===== config.mk =====
export PLATFORM = sky130hd
export DESIGN_NAME = sactag_ctrl
export DESIGN_NICKNAME = d
export VERILOG_FILES = /design/src/rtl/core/sactag_pkg.sv /design/src/rtl/core/sactag_ctrl.sv
export SDC_FILE = /design/constraint.sdc
export NUM_CORES = 1
export LEC_CHECK = 0
export ABC_CLOCK_PERIOD_IN_PS = 1700
export BUFFER_PORTS_ARGS = -buffer_cell sky130_fd_sc_hd__buf_2
export CORE_AREA = 4 4 41 43
export CTS_BUF_LIST = sky130_fd_sc_hd__clkbuf_8
export DETAILED_ROUTE_END_ITERATION = 16
export DIE_AREA = 0 0 45 47
export SYNTH_ARGS = -nofsm -noshare
export SYNTH_HDL_FRONTEND = slang
export SYNTH_SLANG_ARGS = --single-unit

===== constraint.sdc =====
create_clock -name clk -period 1.7 [get_ports clk]
set_input_delay 0.17 -clock clk [delete_from_list [all_inputs] [get_ports clk]]
set_output_delay 0.17 -clock clk [all_outputs]
set_load 0.01 [all_outputs]

===== src/rtl/core/sactag_pkg.sv =====
// ----------------------------------------------------------------------------
// sactag_pkg
// Shared constants, state encoding and controller/datapath handshake types
// for the set-associative LRU tag store.
// ----------------------------------------------------------------------------
package sactag_pkg;

	// default sizing of the tag store
	localparam int MAX_INDEX_BITS_DEF = 10;
	localparam int MAX_WAYS_DEF       = 8;
	localparam int ADDR_BITS_DEF      = 64;

	// fixed field widths
	localparam int ADDR_W      = 64;
	localparam int CNT_W       = 32;
	localparam int STAMP_W     = 32;
	localparam int IDX_BITS_W  = 4;
	localparam int OFF_BITS_W  = 6;
	localparam int WAYS_W      = 4;
	localparam int WCNT_W      = 6;
	localparam int CFG_DATA_W  = 6;
	localparam int CFG_IDX_W   = 2;
	localparam int IN_DATA_W   = 64;
	localparam int OUT_DATA_W  = 104;

	// configuration register indexes
	localparam logic [CFG_IDX_W-1:0] CFG_INDEX_BITS  = 2'd0;
	localparam logic [CFG_IDX_W-1:0] CFG_OFFSET_BITS = 2'd1;
	localparam logic [CFG_IDX_W-1:0] CFG_WAYS_IN_USE = 2'd2;

	// configuration reset values
	localparam logic [IDX_BITS_W-1:0] INDEX_BITS_RST  = 4'd1;
	localparam logic [OFF_BITS_W-1:0] OFFSET_BITS_RST = 6'd1;
	localparam logic [WAYS_W-1:0]     WAYS_RST        = 4'd1;

	// controller states
	typedef enum logic [2:0] {
		ST_CLR,
		ST_IDLE,
		ST_RD,
		ST_CMP,
		ST_UPD,
		ST_FIN
	} state_t;

	// commands from controller to datapath
	typedef struct packed {
		logic clr;
		logic load;
		logic rd;
		logic cmp;
		logic upd;
		logic out_load;
	} dp_cmd_t;

	// status from datapath to controller
	typedef struct packed {
		logic clr_last;
		logic more;
		logic out_busy;
	} dp_sts_t;

endpackage


===== src/rtl/core/sactag_ctrl.sv =====
// ----------------------------------------------------------------------------
// sactag_ctrl
// Sequencer: clearing pass after reset, then read, compare and write-back of
// one set per access, twice for a modify, then hand-off to the output register.
// ----------------------------------------------------------------------------
module sactag_ctrl (
	input  logic                clk,
	input  logic                arst_n,
	input  logic                in_valid,
	output logic                in_ready,
	input  sactag_pkg::dp_sts_t sts,
	output sactag_pkg::dp_cmd_t cmd
);

	sactag_pkg::state_t state_q;
	sactag_pkg::state_t state_d;

	// state register
	always_ff @(posedge clk or negedge arst_n) begin
		if (!arst_n) begin
			state_q <= sactag_pkg::ST_CLR;
		end else begin
			state_q <= state_d;
		end
	end

	// next state and commands
	always_comb begin
		state_d  = state_q;
		cmd      = '0;
		in_ready = 1'b0;
		case (state_q)
			sactag_pkg::ST_CLR: begin
				cmd.clr = 1'b1;
				if (sts.clr_last) begin
					state_d = sactag_pkg::ST_IDLE;
				end
			end
			sactag_pkg::ST_IDLE: begin
				in_ready = 1'b1;
				if (in_valid) begin
					cmd.load = 1'b1;
					state_d  = sactag_pkg::ST_RD;
				end
			end
			sactag_pkg::ST_RD: begin
				cmd.rd  = 1'b1;
				state_d = sactag_pkg::ST_CMP;
			end
			sactag_pkg::ST_CMP: begin
				cmd.cmp = 1'b1;
				state_d = sactag_pkg::ST_UPD;
			end
			sactag_pkg::ST_UPD: begin
				cmd.upd = 1'b1;
				if (sts.more) begin
					state_d = sactag_pkg::ST_RD;
				end else begin
					state_d = sactag_pkg::ST_FIN;
				end
			end
			sactag_pkg::ST_FIN: begin
				if (!sts.out_busy) begin
					cmd.out_load = 1'b1;
					state_d      = sactag_pkg::ST_IDLE;
				end
			end
			default: begin
				state_d = sactag_pkg::ST_CLR;
			end
		endcase
	end

endmodule


* Word level (Yosys, flattened, before mapping)
Index checks and enable logic that the tools add are counted. W data, S select, Z words.
Word-level totals: flip-flop bits (word level) 3, ROM bits 0, bits of input ports 6, RAM bits 0, bits in latches 0, memories kept 0, output and inout bits 7, logic and storage cells 25
Cells by class: $mul 0, add/sub/neg operators 0, shifts and indexed selects 0, bitwise gates (word level) 0, divide/modulo/power cells 0, order comparisons 0, reductions and logical operators 2, equal/unequal tests 8, multiplexer cells 14
Operators by type and width (count):
- $pmux W3 S6 | 1
- $mux W3 | 4
- $mux W1 | 9
- $eq A3 B2 Y1 const B | 2
- $eq A3 B3 Y1 const B | 2
- $ne A2 B2 Y1 const B | 3
- $eq A3 B1 Y1 const B | 1
- $logic_not A3 Y1 | 1
- $reduce_and A3 Y1 | 1

* Depth between registers and ports, before layout
word-level depth 3, gate-level depth with buffers 3, mapped depth without buffers 2

* Least setup slack after synthesis
Ideal clock, no wire load.
path type flip-flop to output port, start reg state_q[2], end out cmd[1] (netlist bit), setup slack 0.676 ns, required time 1.530 ns, arrival 0.854 ns, cell stages (with the launch flop) 3, path buffers 1, cell sequence dfrtp_1 > buf_2 > nor3b_1
RTL lines:
- start: declaration | line sactag_ctrl.sv:15 | sactag_pkg::state_t state_q;
- start signal: assignment | line sactag_ctrl.sv:21 | state_q <= sactag_pkg::ST_CLR;
- start signal: assignment | line sactag_ctrl.sv:23 | state_q <= state_d;
- end: declaration | line sactag_ctrl.sv:12 | output sactag_pkg::dp_cmd_t cmd

==> impl_metrics.toml <==
[synthesis]
syn-num-nets = 30
ys_ff_latch = 3
synth_cell_types = 17
syn_inst = 24
synth_warnings = 0
syn_avg_cell_area_sq_um = 10.9
seq_area_frac_synth_pct = 28.7
syn_area_sq_um = 262

[grt]
antenna_found_initial = 0
grt_usage_pct = 5.71
grt.overflow.total = 0
grt_pass1_wl_um = 814
grt_max_degree = 13
grt_pass1_vias = 190

[floorplan]
num_rows = 13
start_util_pct = 20.1
core_sq_mm = 0.00130
die_w_um = 45
io_pins = 13
die_y_um = 47
die_area_sq_mm = 0.00212

[setup_path]
slowest_stage = "dfrtp_1"
path_class = "flip-flop to output port"
slowest_delay_ns = 0.55
critPathBufInv = 1
cp-start-kind = "flip-flop"
cp_max_fo = 12
arrival_ns = 1.30
crit_family = "flip-flops"
crit_chain = "and3b_1 -> nor2b_1 -> buf_2"
cp-end-kind = "output port"
required_ns = 1.53

[cts]
numCtsBuffers = 3
h-tree-depth = 1
ctsResizeCount = 0
cts.sinks = 3
clk_pin_slew_ns = 0.03
cts_tree = "yes"
clk_path_buf_depth = 2
insertion_delay_ns = 0.21
cts-root-buf = "clkbuf_8"

[pwr]
p_leak_nw = 0.181
p_per_area_mw_per_mm2 = 1880
ir_drop_mv = 0.783

[sta]
timing.hold.ws_ns = 0.281
post-route-min-period_ns = 1.47
hold_viol = 0
fin_crit_sh_pct = 86.7
rsz0062_at_grt = "no"
skew_ns = 0.00101
tightest_slew_ns = 0.374
clock.fmax_ghz = 0.678
setup_viol = 0
slew_viol_final = 0
max_slew_margin_pct = 75.0
finalSetupTns_ns = 0

[routing]
post_drt_wl_per_cell_um = 11.1
routed_wl_um = 586
num_vias = 226
first_pass_iters = 1
via_per_inst = 4.26
ant_nets = 0
first_iter_violations = 0
drc = 0

[final_layout]
final_common_cell = "buf_2"
drive_gt1_share_pct = 52.6
num-nets-final = 45
top_regs = "state_q: 3 flops"
instances_no_fill = 53
antenna_cells = 0
largest_reg_flops = 3
syn2layout_area_growth_pct = 40.7
regMostFlops = "state_q"
mostFrequentLayoutCells = "buf_2 (12), nor3b_1 (3), clkbuf_8 (3), dfrtp_1 (3)"
nFillCells = 145

[placement]
place_hpwl_um = 417
place_inst = 48
io_buffers = 12
gp_congestion = 0.686

[outcome]
status = "complete, no violations"

[job]
maxCapViolations = 0

[hold_path]
hold_class = "input pin to async pin"
==> synthesized netlist by cell type, drive strengths merged <==
| master | n | area share (%) |
|---|---|---|
| buf | 3 | 11 |
| dfrtp | 3 | 29 |
| o32ai | 1 | 6.2 |
| nor2b | 3 | 10 |
| and3b | 2 | 6.7 |
| nand2 | 1 | 1.4 |
| nand2b | 1 | 2.4 |
| nor3b | 3 | 8.6 |
| o21ai | 1 | 3.3 |
| nor4b | 1 | 5.7 |
| nor3 | 1 | 1.9 |
| nor2 | 1 | 1.4 |
| o31a | 1 | 3.3 |
| nor4 | 1 | 4.8 |
| and4bb | 1 | 4.8 |
==> worst paths after layout <==
kind / from / end / slack (ns) / cells past startpoint
max in group asynchronous: arst_n / state_q[0] / 1.31 / 2
min in group clk: sts[0] / state_q[2] / 0.30 / 3
max: state_q[2] / cmd[4] / 0.23 / 3
min reg2reg: state_q[2] / state_q[2] / 0.70 / 1
max reg2reg: state_q[2] / state_q[1] / 0.48 / 2
min: arst_n / state_q[2] / 0.28 / 2
==> cell families after synthesis <==
group | synth area share (%)
AND/OR/NAND/NOR | 47.8
flip-flops | 28.7
AO/OA/AOI/OAI | 12.9
buffers and inverters | 10.5
==> report_power, final <==
part | switching (W) | total (W) | internal [W]
Combinational | 0.000116 | 0.000283 | 0.000167
Clock | 0.0000469 | 0.000201 | 0.000154
Sequential | 0.000104 | 0.000209 | 0.000106
==> metal layers <==
metal	vias to the layer above	part of all wire (%)	global-route usage, %
li1	115	-	-
met4	0	3.2	7.02
met1	98	46	7.11
met5	-	0	0
met3	2	12	1.92
met2	11	39	6.78
==> repair_timing <==
item / 4_1_cts / 5_1_grt
hold endpoints to repair: 3 / 0
setup buffers: 0 / 0
hold buffers: 1 / 0
==> cell type report <==
cell class | instances | area (sq um) | share of cell area (%)
flip-flops and latches | 3 | 75.1 | 20.4
multi-input cells | 18 | 159 | 43.2
clock buffers | 3 | 41.3 | 11.2
repair buffers | 13 | 70.1 | 19.0
well taps | 15 | 18.8 | 5.10
clock inverters | 1 | 3.75 | 1.02
==> worst register-to-register path, cell delays in order (launching register included) <==
cell and delay, ns:
dfrtp_1 0.55, and3b_1 0.26, o31a_1 0.28
==> per-stage QoR <==
step | instance area, sq um | setup WS, ns | utilization (%) | power (W)
floorplan | 262 | 0.676 | - | 0.000451
global placement | 313 | 0.482 | 24.0 | 0.000488
detailed placement | 313 | 0.454 | 24.0 | 0.000497
CTS | 368 | 0.220 | 28.3 | 0.000710
global route | 368 | 0.157 | 28.3 | 0.000741
finish | 368 | 0.226 | 28.3 | 0.000693
Note: power is estimated with default switching activity, not from simulation.
